**src/fpln_pkg.sv**
```systemverilog
`timescale 1ns / 1ps
`default_nettype none

package fpln_pkg;

    // Fixed-point format and series length.
    localparam int WORD_BITS  = 32;
    localparam int FRAC_BITS  = 16;
    localparam int NUM_TERMS  = 35;
    localparam int DIV_STEPS  = WORD_BITS + FRAC_BITS;
    localparam int CNT_BITS   = $clog2(DIV_STEPS);
    localparam int TERM_BITS  = $clog2(NUM_TERMS + 1);
    localparam int FIFO_DEPTH = 4;
    localparam int PTR_BITS   = $clog2(FIFO_DEPTH);

    localparam logic signed [WORD_BITS-1:0] ONE = WORD_BITS'(1 << FRAC_BITS);

    // Horner ratios (2k-1)/(2k+1), floored to the fraction bits; entry 0 is unused.
    localparam logic signed [WORD_BITS-1:0] COEF [0:NUM_TERMS] = '{
        '0,
        WORD_BITS'( 1 * 65536 /  3), WORD_BITS'( 3 * 65536 /  5),
        WORD_BITS'( 5 * 65536 /  7), WORD_BITS'( 7 * 65536 /  9),
        WORD_BITS'( 9 * 65536 / 11), WORD_BITS'(11 * 65536 / 13),
        WORD_BITS'(13 * 65536 / 15), WORD_BITS'(15 * 65536 / 17),
        WORD_BITS'(17 * 65536 / 19), WORD_BITS'(19 * 65536 / 21),
        WORD_BITS'(21 * 65536 / 23), WORD_BITS'(23 * 65536 / 25),
        WORD_BITS'(25 * 65536 / 27), WORD_BITS'(27 * 65536 / 29),
        WORD_BITS'(29 * 65536 / 31), WORD_BITS'(31 * 65536 / 33),
        WORD_BITS'(33 * 65536 / 35), WORD_BITS'(35 * 65536 / 37),
        WORD_BITS'(37 * 65536 / 39), WORD_BITS'(39 * 65536 / 41),
        WORD_BITS'(41 * 65536 / 43), WORD_BITS'(43 * 65536 / 45),
        WORD_BITS'(45 * 65536 / 47), WORD_BITS'(47 * 65536 / 49),
        WORD_BITS'(49 * 65536 / 51), WORD_BITS'(51 * 65536 / 53),
        WORD_BITS'(53 * 65536 / 55), WORD_BITS'(55 * 65536 / 57),
        WORD_BITS'(57 * 65536 / 59), WORD_BITS'(59 * 65536 / 61),
        WORD_BITS'(61 * 65536 / 63), WORD_BITS'(63 * 65536 / 65),
        WORD_BITS'(65 * 65536 / 67), WORD_BITS'(67 * 65536 / 69),
        WORD_BITS'(69 * 65536 / 71)
    };

    // One classified sample as it waits in the queue.
    typedef struct packed {
        logic signed [31:0] current;
        logic signed [31:0] voltage;
        logic               domain_error;
    } sample_t;

    // Write request from the front end to the queue.
    typedef struct packed {
        logic    push;
        sample_t data;
    } q_push_t;

    // Read side of the queue as the back end sees it.
    typedef struct packed {
        logic    empty;
        sample_t data;
    } q_head_t;

    typedef enum logic [3:0] {
        ST_IDLE,
        ST_DIV,
        ST_XFIX,
        ST_SQ,
        ST_TOP,
        ST_MA,
        ST_MB,
        ST_FIN,
        ST_DONE
    } core_state_t;

endpackage

`default_nettype wire

```
**src/fpln_front.sv**
```systemverilog
`timescale 1ns / 1ps
`default_nettype none

module fpln_front (
    input  wire logic             s_axis_tvalid,
    output logic                  s_axis_tready,
    input  wire logic [63:0]      s_axis_tdata,   // current_code, voltage_code
    input  wire logic             q_full,
    output fpln_pkg::q_push_t     q_push
);
    import fpln_pkg::*;

    logic signed [31:0] current;

    // Accept a beat whenever the queue has room.
    assign s_axis_tready = !q_full;
    assign current       = s_axis_tdata[31:0];

    // Classify the sample: a current at or below zero has no log.
    always_comb
    begin
        q_push.push              = s_axis_tvalid && !q_full;
        q_push.data.current      = current;
        q_push.data.voltage      = s_axis_tdata[63:32];
        q_push.data.domain_error = (current <= 0);
    end

endmodule

`default_nettype wire

```
**src/fpln_fifo.sv**
```systemverilog
`timescale 1ns / 1ps
`default_nettype none

module fpln_fifo (
    input  wire logic               clk,
    input  wire logic               rst_n,
    input  wire fpln_pkg::q_push_t  q_push,
    output logic                    q_full,
    input  wire logic               pop,
    output fpln_pkg::q_head_t       q_head
);
    import fpln_pkg::*;

    sample_t                mem [0:FIFO_DEPTH-1];
    logic [PTR_BITS-1:0]    wr_ptr_reg, rd_ptr_reg;
    logic [PTR_BITS:0]      count_reg, count_next;

    assign q_full       = (count_reg == (PTR_BITS+1)'(FIFO_DEPTH));
    assign q_head.empty = (count_reg == '0);
    assign q_head.data  = mem[rd_ptr_reg];

    // Occupancy follows pushes and pops.
    always_comb
    begin
        count_next = count_reg;
        if (q_push.push && !(pop && !q_head.empty))
            count_next = count_reg + 1'b1;
        else if (!q_push.push && pop && !q_head.empty)
            count_next = count_reg - 1'b1;
    end

    // Pointer and count registers.
    always_ff @(posedge clk or negedge rst_n)
    begin
        if (!rst_n)
        begin
            wr_ptr_reg <= '0;
            rd_ptr_reg <= '0;
            count_reg  <= '0;
        end
        else
        begin
            count_reg <= count_next;
            if (q_push.push)
                wr_ptr_reg <= wr_ptr_reg + 1'b1;
            if (pop && !q_head.empty)
                rd_ptr_reg <= rd_ptr_reg + 1'b1;
        end
    end

    // Storage.
    always_ff @(posedge clk)
    begin
        if (q_push.push)
            mem[wr_ptr_reg] <= q_push.data;
    end

endmodule

`default_nettype wire

```
**src/fpln_core.sv**
```systemverilog
`timescale 1ns / 1ps
`default_nettype none

module fpln_core (
    input  wire logic              clk,
    input  wire logic              rst_n,
    input  wire fpln_pkg::q_head_t q_head,
    output logic                   pop,
    output logic                   m_axis_tvalid,
    input  wire logic              m_axis_tready,
    output logic [63:0]            m_axis_tdata,   // log_value, voltage_out
    output logic [0:0]             m_axis_tuser    // domain_error
);
    import fpln_pkg::*;

    core_state_t                   state_reg, state_next;
    logic [DIV_STEPS-1:0]          dvd_reg, dvd_next;
    logic [WORD_BITS-1:0]          rem_reg, rem_next;
    logic [WORD_BITS-1:0]          ad_reg, ad_next;
    logic [WORD_BITS-1:0]          q_reg, q_next;
    logic                          sn_reg, sn_next, sd_reg, sd_next;
    logic [CNT_BITS-1:0]           cnt_reg, cnt_next;
    logic [TERM_BITS-1:0]          k_reg, k_next;
    logic signed [WORD_BITS-1:0]   x_reg, x_next, k2_reg, k2_next;
    logic signed [WORD_BITS-1:0]   aux_reg, aux_next, t_reg, t_next;
    logic signed [WORD_BITS-1:0]   res_reg, res_next;
    logic signed [31:0]            volt_reg, volt_next;
    logic                          derr_reg, derr_next;
    logic                          out_valid_reg, out_valid_next;
    logic [31:0]                   out_log_reg, out_log_next;
    logic [31:0]                   out_volt_reg, out_volt_next;
    logic                          out_derr_reg, out_derr_next;

    logic signed [WORD_BITS-1:0]   mul_a, mul_b, prod_w;
    logic signed [2*WORD_BITS-1:0] prod;
    logic signed [WORD_BITS-1:0]   num, den;
    logic [WORD_BITS:0]            r2;
    logic                          ge;

    assign m_axis_tvalid = out_valid_reg;
    assign m_axis_tdata  = {out_volt_reg, out_log_reg};
    assign m_axis_tuser  = out_derr_reg;

    // Shared multiplier, floored to the fraction bits and wrapped to a word.
    always_comb
    begin
        mul_a = aux_reg;
        mul_b = COEF[k_reg];
        unique case (state_reg)
            ST_SQ:
            begin
                mul_a = x_reg;
                mul_b = x_reg;
            end
            ST_TOP:
            begin
                mul_a = k2_reg;
                mul_b = COEF[NUM_TERMS];
            end
            ST_MB:
            begin
                mul_a = t_reg;
                mul_b = k2_reg;
            end
            ST_FIN:
            begin
                mul_a = aux_reg;
                mul_b = x_reg;
            end
            default:
            begin
                mul_a = aux_reg;
                mul_b = COEF[k_reg];
            end
        endcase
    end

    assign prod   = mul_a * mul_b;
    assign prod_w = prod[FRAC_BITS +: WORD_BITS];

    // One restoring division step per cycle.
    assign r2 = {rem_reg, dvd_reg[DIV_STEPS-1]};
    assign ge = (r2 >= {1'b0, ad_reg});

    // Operands of the quotient (i - 1) / (i + 1).
    assign num = q_head.data.current - ONE;
    assign den = q_head.data.current + ONE;

    // Sequencer: divide, square, Horner chain, final product, hand-off; a domain error goes straight to hand-off.
    always_comb
    begin
        state_next     = state_reg;
        dvd_next       = dvd_reg;
        rem_next       = rem_reg;
        ad_next        = ad_reg;
        q_next         = q_reg;
        sn_next        = sn_reg;
        sd_next        = sd_reg;
        cnt_next       = cnt_reg;
        k_next         = k_reg;
        x_next         = x_reg;
        k2_next        = k2_reg;
        aux_next       = aux_reg;
        t_next         = t_reg;
        res_next       = res_reg;
        volt_next      = volt_reg;
        derr_next      = derr_reg;
        out_valid_next = out_valid_reg && !m_axis_tready;
        out_log_next   = out_log_reg;
        out_volt_next  = out_volt_reg;
        out_derr_next  = out_derr_reg;
        pop            = 1'b0;

        unique case (state_reg)
            ST_IDLE:
            begin
                if (!q_head.empty)
                begin
                    pop       = 1'b1;
                    volt_next = q_head.data.voltage;
                    derr_next = q_head.data.domain_error;
                    sn_next   = num[WORD_BITS-1];
                    sd_next   = den[WORD_BITS-1];
                    ad_next   = den[WORD_BITS-1] ? WORD_BITS'(-den) : den;
                    dvd_next  = {(num[WORD_BITS-1] ? WORD_BITS'(-num) : num),
                                 {FRAC_BITS{1'b0}}};
                    rem_next  = '0;
                    q_next    = '0;
                    cnt_next  = CNT_BITS'(DIV_STEPS - 1);
                    res_next  = '0;
                    state_next = q_head.data.domain_error ? ST_DONE : ST_DIV;
                end
            end
            ST_DIV:
            begin
                rem_next = ge ? WORD_BITS'(r2 - {1'b0, ad_reg}) : r2[WORD_BITS-1:0];
                q_next   = {q_reg[WORD_BITS-2:0], ge};
                dvd_next = dvd_reg << 1;
                cnt_next = cnt_reg - 1'b1;
                if (cnt_reg == '0)
                    state_next = ST_XFIX;
            end
            ST_XFIX:
            begin
                // Signs differ: floor the quotient; a zero divisor gives zero.
                if (ad_reg == '0)
                    x_next = '0;
                else if (sn_reg != sd_reg)
                    x_next = (rem_reg != '0) ? ~q_reg : -q_reg;
                else
                    x_next = q_reg;
                state_next = ST_SQ;
            end
            ST_SQ:
            begin
                k2_next    = prod_w;
                state_next = ST_TOP;
            end
            ST_TOP:
            begin
                aux_next   = prod_w + ONE;
                k_next     = TERM_BITS'(NUM_TERMS - 1);
                state_next = ST_MA;
            end
            ST_MA:
            begin
                t_next     = prod_w;
                state_next = ST_MB;
            end
            ST_MB:
            begin
                aux_next = prod_w + ONE;
                if (k_reg == TERM_BITS'(1))
                    state_next = ST_FIN;
                else
                begin
                    k_next     = k_reg - 1'b1;
                    state_next = ST_MA;
                end
            end
            ST_FIN:
            begin
                res_next   = prod_w << 1;
                state_next = ST_DONE;
            end
            ST_DONE:
            begin
                if (!out_valid_reg || m_axis_tready)
                begin
                    out_valid_next = 1'b1;
                    out_log_next   = res_reg[31:0];
                    out_volt_next  = volt_reg;
                    out_derr_next  = derr_reg;
                    state_next     = ST_IDLE;
                end
            end
            default:
            begin
                state_next = ST_IDLE;
            end
        endcase
    end

    // Control registers.
    always_ff @(posedge clk or negedge rst_n)
    begin
        if (!rst_n)
        begin
            state_reg     <= ST_IDLE;
            out_valid_reg <= 1'b0;
        end
        else
        begin
            state_reg     <= state_next;
            out_valid_reg <= out_valid_next;
        end
    end

    // Datapath registers.
    always_ff @(posedge clk)
    begin
        dvd_reg      <= dvd_next;
        rem_reg      <= rem_next;
        ad_reg       <= ad_next;
        q_reg        <= q_next;
        sn_reg       <= sn_next;
        sd_reg       <= sd_next;
        cnt_reg      <= cnt_next;
        k_reg        <= k_next;
        x_reg        <= x_next;
        k2_reg       <= k2_next;
        aux_reg      <= aux_next;
        t_reg        <= t_next;
        res_reg      <= res_next;
        volt_reg     <= volt_next;
        derr_reg     <= derr_next;
        out_log_reg  <= out_log_next;
        out_volt_reg <= out_volt_next;
        out_derr_reg <= out_derr_next;
    end

endmodule

`default_nettype wire

```
**src/fixed_point_natural_log.sv**
```systemverilog
`timescale 1ns / 1ps
`default_nettype none
// Channel   Direction  tdata (low bit up)             tuser
// s_axis    in         current_code, voltage_code     -
// m_axis    out        log_value, voltage_out         domain_error
//
// In the back end a valid sample passes through the bit-serial divider, a
// quotient fix-up and the shared 32x32 multiplier over the Horner chain.
// A sample with a non-positive current skips these and goes to the hand-off.
// A four-entry queue takes input beats while the back end works.
// Reset is asynchronous and active low; it empties the queue and the output.
// A stalled output holds its beat; the back end waits until it is taken.

module fixed_point_natural_log (
    input  wire logic        clk,
    input  wire logic        rst_n,
    input  wire logic        s_axis_tvalid,
    output logic             s_axis_tready,
    input  wire logic [63:0] s_axis_tdata,   // current_code, voltage_code
    output logic             m_axis_tvalid,
    input  wire logic        m_axis_tready,
    output logic [63:0]      m_axis_tdata,   // log_value, voltage_out
    output logic [0:0]       m_axis_tuser    // domain_error
);
    import fpln_pkg::*;

    q_push_t q_push;
    q_head_t q_head;
    logic    q_full;
    logic    pop;

    // Front end: accept and classify.
    fpln_front u_front (
        .s_axis_tvalid (s_axis_tvalid),
        .s_axis_tready (s_axis_tready),
        .s_axis_tdata  (s_axis_tdata),
        .q_full        (q_full),
        .q_push        (q_push)
    );

    // Queue between the two halves.
    fpln_fifo u_fifo (
        .clk    (clk),
        .rst_n  (rst_n),
        .q_push (q_push),
        .q_full (q_full),
        .pop    (pop),
        .q_head (q_head)
    );

    // Back end: divider, multiplier sequencer and output register.
    fpln_core u_core (
        .clk           (clk),
        .rst_n         (rst_n),
        .q_head        (q_head),
        .pop           (pop),
        .m_axis_tvalid (m_axis_tvalid),
        .m_axis_tready (m_axis_tready),
        .m_axis_tdata  (m_axis_tdata),
        .m_axis_tuser  (m_axis_tuser)
    );

endmodule

`default_nettype wire

```
**config.mk**
```make
export PLATFORM = sky130hd
export DESIGN_NAME = fixed_point_natural_log
export DESIGN_NICKNAME = d
export VERILOG_FILES = /design/src/fpln_pkg.sv /design/src/fpln_front.sv /design/src/fpln_fifo.sv /design/src/fpln_core.sv /design/src/fixed_point_natural_log.sv
export SDC_FILE = /design/constraint.sdc
export NUM_CORES = 2
export LEC_CHECK = 0
export BUFFER_PORTS_ARGS = -buffer_cell sky130_fd_sc_hd__buf_2
export CORE_MARGIN = 5
export CORE_UTILIZATION = 60
export DETAILED_ROUTE_END_ITERATION = 7
export PLACE_DENSITY = 0.77
export RECOVER_POWER = 100
export SYNTH_ARGS = -nofsm -noshare
export SYNTH_HDL_FRONTEND = slang
export SYNTH_SLANG_ARGS = --single-unit
```
**constraint.sdc**
```tcl
create_clock -name clk -period 13 [get_ports clk]
set_clock_uncertainty 0.2 [all_clocks]
set_input_delay 0.65 -clock clk [delete_from_list [all_inputs] [get_ports clk]]
set_output_delay 0.65 -clock clk [all_outputs]
set_load 0.005 [all_outputs]
```
# Yosys cells after proc, flatten, opt, wreduce, memory -nomap -nowiden
# Memories as Yosys holds them, arrays and structs flattened.
# Index checks and enable logic that the tools add are counted.
word_totals:
  register_bits: 428
  mem_bits_rw: 260
  romBits: 2048
  input_bits: 68
  output_inout_bits: 67
  elab_cells: 124
  n_memories: 2
classes:
  add_sub_neg: 13
  n_mul: 1
  order_cmp: 3
  eq_ne: 15
  n_mux: 33
  n_bitwise: 3
  reduce_logical: 30
mem_list:
  columns: ["name", "depth", "word_bits", "read_ports", "rd_ports_with_merged_regs", "wr", "line_no", "source"]
  rows:
  - ["(name not given)", 64, 32, 1, 0, 0, "fpln_core.sv:48", "mul_b = COEF[k_reg];"]
  - ["u_fifo.mem", 4, 65, 1, 0, 1, "fpln_fifo.sv:14", "sample_t mem [0:FIFO_DEPTH-1];"]
op_table:
  columns: ["operator", "n"]
  rows:
  - ["$mux 32", 7]
  - ["$pmux 32 s2", 3]
  - ["$pmux 32 s3", 2]
  - ["$neg 32->32", 3]
  - ["$pmux 48 s2", 1]
  - ["$add 32x18->32 const B", 2]
  - ["$mul 32x32->48", 1]
  - ["$mux 48", 1]
  - ["$pmux 4 s9", 1]
  - ["$ge 33x32->1", 1]
  - ["$le 32x1->1 const B", 1]
  - ["$logic_not 32->1", 1]
  - ["$not 32->32", 1]
  - ["$reduce_bool 32->1", 1]
  - ["$sub 32x18->32 const B", 1]
  - ["$sub 32x32->32", 1]
  - ["$mux 31", 1]
  - ["$pmux 6 s2", 2]
  - ["$eq 4x3->1 const B", 4]
  - ["$mux 4", 4]
  - ["$mux 6", 2]
  - ["$sub 6x1->6 const B", 2]
  - ["$reduce_and 2->1", 5]
  - ["$eq 4x2->1 const B", 2]
  - ["other kinds (25)", 48]

# Longest topological paths before layout
logic_depth:
  depth_word: 8
  mapped_depth: 43
  ltp_nobuf: 40

# Cells and area by module
# A second synthesis with hierarchy kept.
hier_totals:
  hier_cells: 5604
  hier_area_um2: 59714.8
modules_own_cells:
  columns: ["mod", "instances", "cells_each", "area_each_um2", "seq_area_each_um2"]
  rows:
  - ["fpln_core", 1, 5135, 49239.7, 12076.6]
  - ["fpln_fifo", 1, 392, 9895.7, 7982.7]
  - ["fpln_front", 1, 77, 579.3, 0.0]

# Least setup slack after synthesis
# OpenSTA, ideal clock, no wires.
synth_timing:
  path_type: "register to register"
  start: "register u_core.state_reg[3]"
  end: "register u_core.aux_reg[30] (data pin)"
  setup_ps: 269
  arrival_ps: 10561
  required_ps: 12531
  path_slack_ps: 1970
  stages_incl_launch_ff: 37
  n_path_buf: 7
  synth_period_minus_slack_ps: 11030
  cell_sequence: "dfrtp_1 > buf_4 > nor4bb_1 > buf_2 > clkbuf_1 > clkbuf_1 > clkbuf_1 > a221o_1 > clkbuf_1 > nand2_1 > fa_1 > inv_1 > fa_1 > fa_1 > inv_1 > fa_1 > inv_1 > fa_1 > inv_1 > fa_1 > inv_1 > fa_1 > fa_1 > ha_1 > clkbuf_1 > a21oi_1 > o21ai_0 > or4_1 > or2_2 > a211oi_1 > o21ai_0 > xnor2_1 > inv_1 > nand4_2 > or4_4 > nor4b_2 > xor2_1"
synth_between:
  elab_chain_cells: 5
  word_cells_on_any_way: 9
  classes_between: "add/sub: 1; mul: 1; eq/ne: 4; mux: 2; reduce/logical: 1"
synth_lines:
  columns: ["item", "line_no", "source"]
  rows:
  - ["from (decl)", "fpln_core.sv:16", "core_state_t state_reg, state_next;"]
  - ["from (signal assigned)", "fpln_core.sv:214", "state_reg <= state_next;"]
  - ["$eq 4x2->1 / $eq 4x3->1 (equally long branches)", "fpln_core.sv:49", "unique case (state_reg)"]
  - ["$reduce_or 2->1 (no line)", null, null]
  - ["$pmux 32 s3", "fpln_core.sv:49", null]
  - ["$mul 32x32->48 *", "fpln_core.sv:78", "assign prod = mul_a * mul_b;"]
  - ["named net u_core.prod[38]", "fpln_core.sv:35", "logic signed [2*WORD_BITS-1:0] prod;"]
  - ["$add 32x18->32 *", "fpln_core.sv:161, fpln_core.sv:172", null]
  - ["to (signal assigned)", "fpln_core.sv:232", "aux_reg <= aux_next;"]
  - ["to (decl)", "fpln_core.sv:25", "logic signed [WORD_BITS-1:0] aux_reg, aux_next, t_reg, t_next;"]
# Mark *: on every way through the listed nets, which the timed path passes. The rest lies on a longest branch.
# A chain may end at the register's enable or synchronous reset.

# Worst setup path after layout
layout_timing:
  start: "register u_core.state_reg[0]"
  end: "register u_core.aux_reg[30] (data pin)"
# The elaborated chain is that of the path after synthesis.

==> flow_summary.json <==
{
  "ys_async_sr_fraction_pct": 1.79,
  "cpMostUsedCell": "fa_1",
  "grt_setup_unrepaired": "no",
  "grt_usage_pct": 32.7,
  "post_cts_buffers": 0,
  "gp_congestion": 1.04,
  "dr.pass1.iters": 6,
  "cp-end-kind": "flip-flop",
  "finalCoreUtilization_pct": 64.7,
  "drive_above_1_share_pct": 6.23,
  "r2r_slack_ps": 760,
  "yosysMostFrequentCell": "inv_1",
  "ys_ff_latch": 670,
  "synth_top_cell_by_area": "edfxtp_1",
  "synth_cells": 5424,
  "finalSetupViolations": 0,
  "synth_nets": 6553,
  "min_path_type": "input pin to flip-flop",
  "die_h_um": 323,
  "hold_buffers": 1,
  "whs_ps": 77.5,
  "status": "finished, violations left",
  "grt_pass1_wl_um": 258000,
  "synth_area_mm2": 0.0588,
  "area_growth_pct": 6.87,
  "dp_hpwl_um": 125000,
  "start_kind": "flip-flop",
  "grt_max_degree": 70,
  "postSynthAreaPerCell_um2": 10.8,
  "clk_pin_slew_ps": 70,
  "antenna_found_initial": 4,
  "wl_per_cell_um": 24.6,
  "vias_per_cell": 6.05,
  "ys_top_cells_by_count": "inv_1 (885), fa_1 (840), nor2_1 (688)",
  "hold_viol": 0,
  "slew_violations": 722,
  "cpMaxStageDelayCell": "a211oi_1",
  "synth-main-ff-cell": "edfxtp_1",
  "holdPathStages": 1,
  "num-nets-final": 6603,
  "worstHoldStart": "s_axis_tdata[53]",
  "clk_latency_ps": 630,
  "io_pins": 135,
  "hold_path_end": "u_fifo.mem[1][22]",
  "fin_setup_tns_ps": 0,
  "synth_top_cells_by_area": "edfxtp_1 (34%), fa_1 (29%), inv_1 (5.7%)",
  "die_area_mm2": 0.104,
  "place.port_buffers": 133,
  "ys_types": 88,
  "crit_type": "flip-flop to flip-flop",
  "numClockSinks": 670,
  "worst_r2r_endpoint": "u_core.aux_reg[30]",
  "drv_cap": 17,
  "drtIter0Drc": 4032,
  "maxSlewHeadroom_pct": -136,
  "crit_required_ps": 13170,
  "tightest_slew_ps": 3540,
  "synth_top_area_share_pct": 33.6,
  "cts_buffer_depth": 3,
  "start_util_pct": 60.6,
  "fmax_mhz": 81.7,
  "wl_um": 167000,
  "r2r_cells": 28,
  "fin_crit_sh_pct": 94.2,
  "grt_pass1_vias": 43451,
  "rows": 114,
  "cts_max_level": 2,
  "die_x_um": 323,
  "synth.yosys.seq_area_share_pct": 34.1,
  "r2r-start": "u_core.state_reg[0]",
  "top_register": "u_fifo.mem",
  "cts-root-buf": "clkbuf_16",
  "drcViolationCount": 0,
  "cts_made_buffers": 57,
  "synth_edf_count": 658,
  "coreArea_mm2": 0.0970,
  "grt_overflow": 0,
  "cts-resized-gates": 0,
  "cts_tree": "yes",
  "synth_warnings": 0,
  "slowest_delay_ps": 970,
  "violations": "capacitance limit, slew limit",
  "num_vias": 41117,
  "arrival_ps": 12410,
  "crit_path_max_fanout": 47,
  "largest_reg_flops": 260,
  "drtAntennaViolNets": 0,
  "final.min_clock_period_ps": 12240
}
-- routing by layer --
metal  vias to the layer above  track usage (%)  share of wire [%]
met5                         -                0                  0
met4                         0             15.7                6.3
met3                       492             7.55                 10
met2                      2257             54.3                 48
met1                     20769             41.2                 35
li1                      17599                -                  -
-- per-stage QoR --
step	setup slack, ps	cell area [um^2]	instances
finish	758	62800	6800
global route	256	62800	6799
CTS	1060	63100	6797
detailed placement	1130	61100	6690
global placement	1350	61100	6690
floorplan	1970	58800	5424
-- worst max path at each step --
stage,startpoint,to,slack [ps],cells after the start
2_1_floorplan,u_core.state_reg[3],u_core.aux_reg[30],1970,36
3_3_place_gp,u_core.k_reg[1],u_core.aux_reg[30],1350,32
3_5_place_dp,u_core.state_reg[3],u_core.aux_reg[30],1130,31
4_1_cts,u_core.state_reg[3],u_core.aux_reg[30],1060,29
5_1_grt,u_core.k_reg[1],u_core.aux_reg[30],260,30
6_report,u_core.state_reg[0],u_core.aux_reg[30],760,28
-- critical path: cells and delay by family, from the launching register on --
family | cells | cell delay, ps
adders and majority gates | 9 | 4390
AOI/OAI and AO/OA | 2 | 1180
DFF | 1 | 690
buffers and inverters | 6 | 1410
and+or+nand+nor | 10 | 3970
xor gates and xnor gates | 1 | 110
-- cells by family (layout without fill, tap and decap cells) --
kind of cell	count (synthesis)	after routing	share of synthesized area, %
adders and majority gates	1061	1061	33.3
DFF	670	670	34.1
buffers and inverters	1155	1252	7.45
AOI/OAI and AO/OA	516	516	5.97
and+or+nand+nor	1685	1685	12.5
xor gates and xnor gates	239	239	3.56
muxes	97	97	3.06
other	1	4	0.00638
-- layout make-up --
cell class,count,area [um^2]
repair buffers,259,1400
flip-flops and latches,670,20100
diodes,3,7.51
clock inverters,33,378
well taps,1276,1600
clock buffers,73,1540
inverters,887,3330
multi-input cells,3599,34500
fillers,7457,34200
-- cell usage in the layout, fill, tap and decap left out, drive strengths merged, types with 35 or more instances in the layout --
cell / instances
a21o: 35
o21ai: 99
buf: 122
nand4: 37
nor4: 37
and2: 65
nand2: 613
nand2b: 39
nand3: 37
inv: 890
nor2: 690
a21oi: 141
xnor2: 152
edfxtp: 658
clkbuf: 209
nor3: 41
ha: 221
xor2: 87
mux4: 66
fa: 840
Power is left out: the tool's default activity adds up to more than one toggle a clock period on the data nets, which glitch-free logic cannot reach.
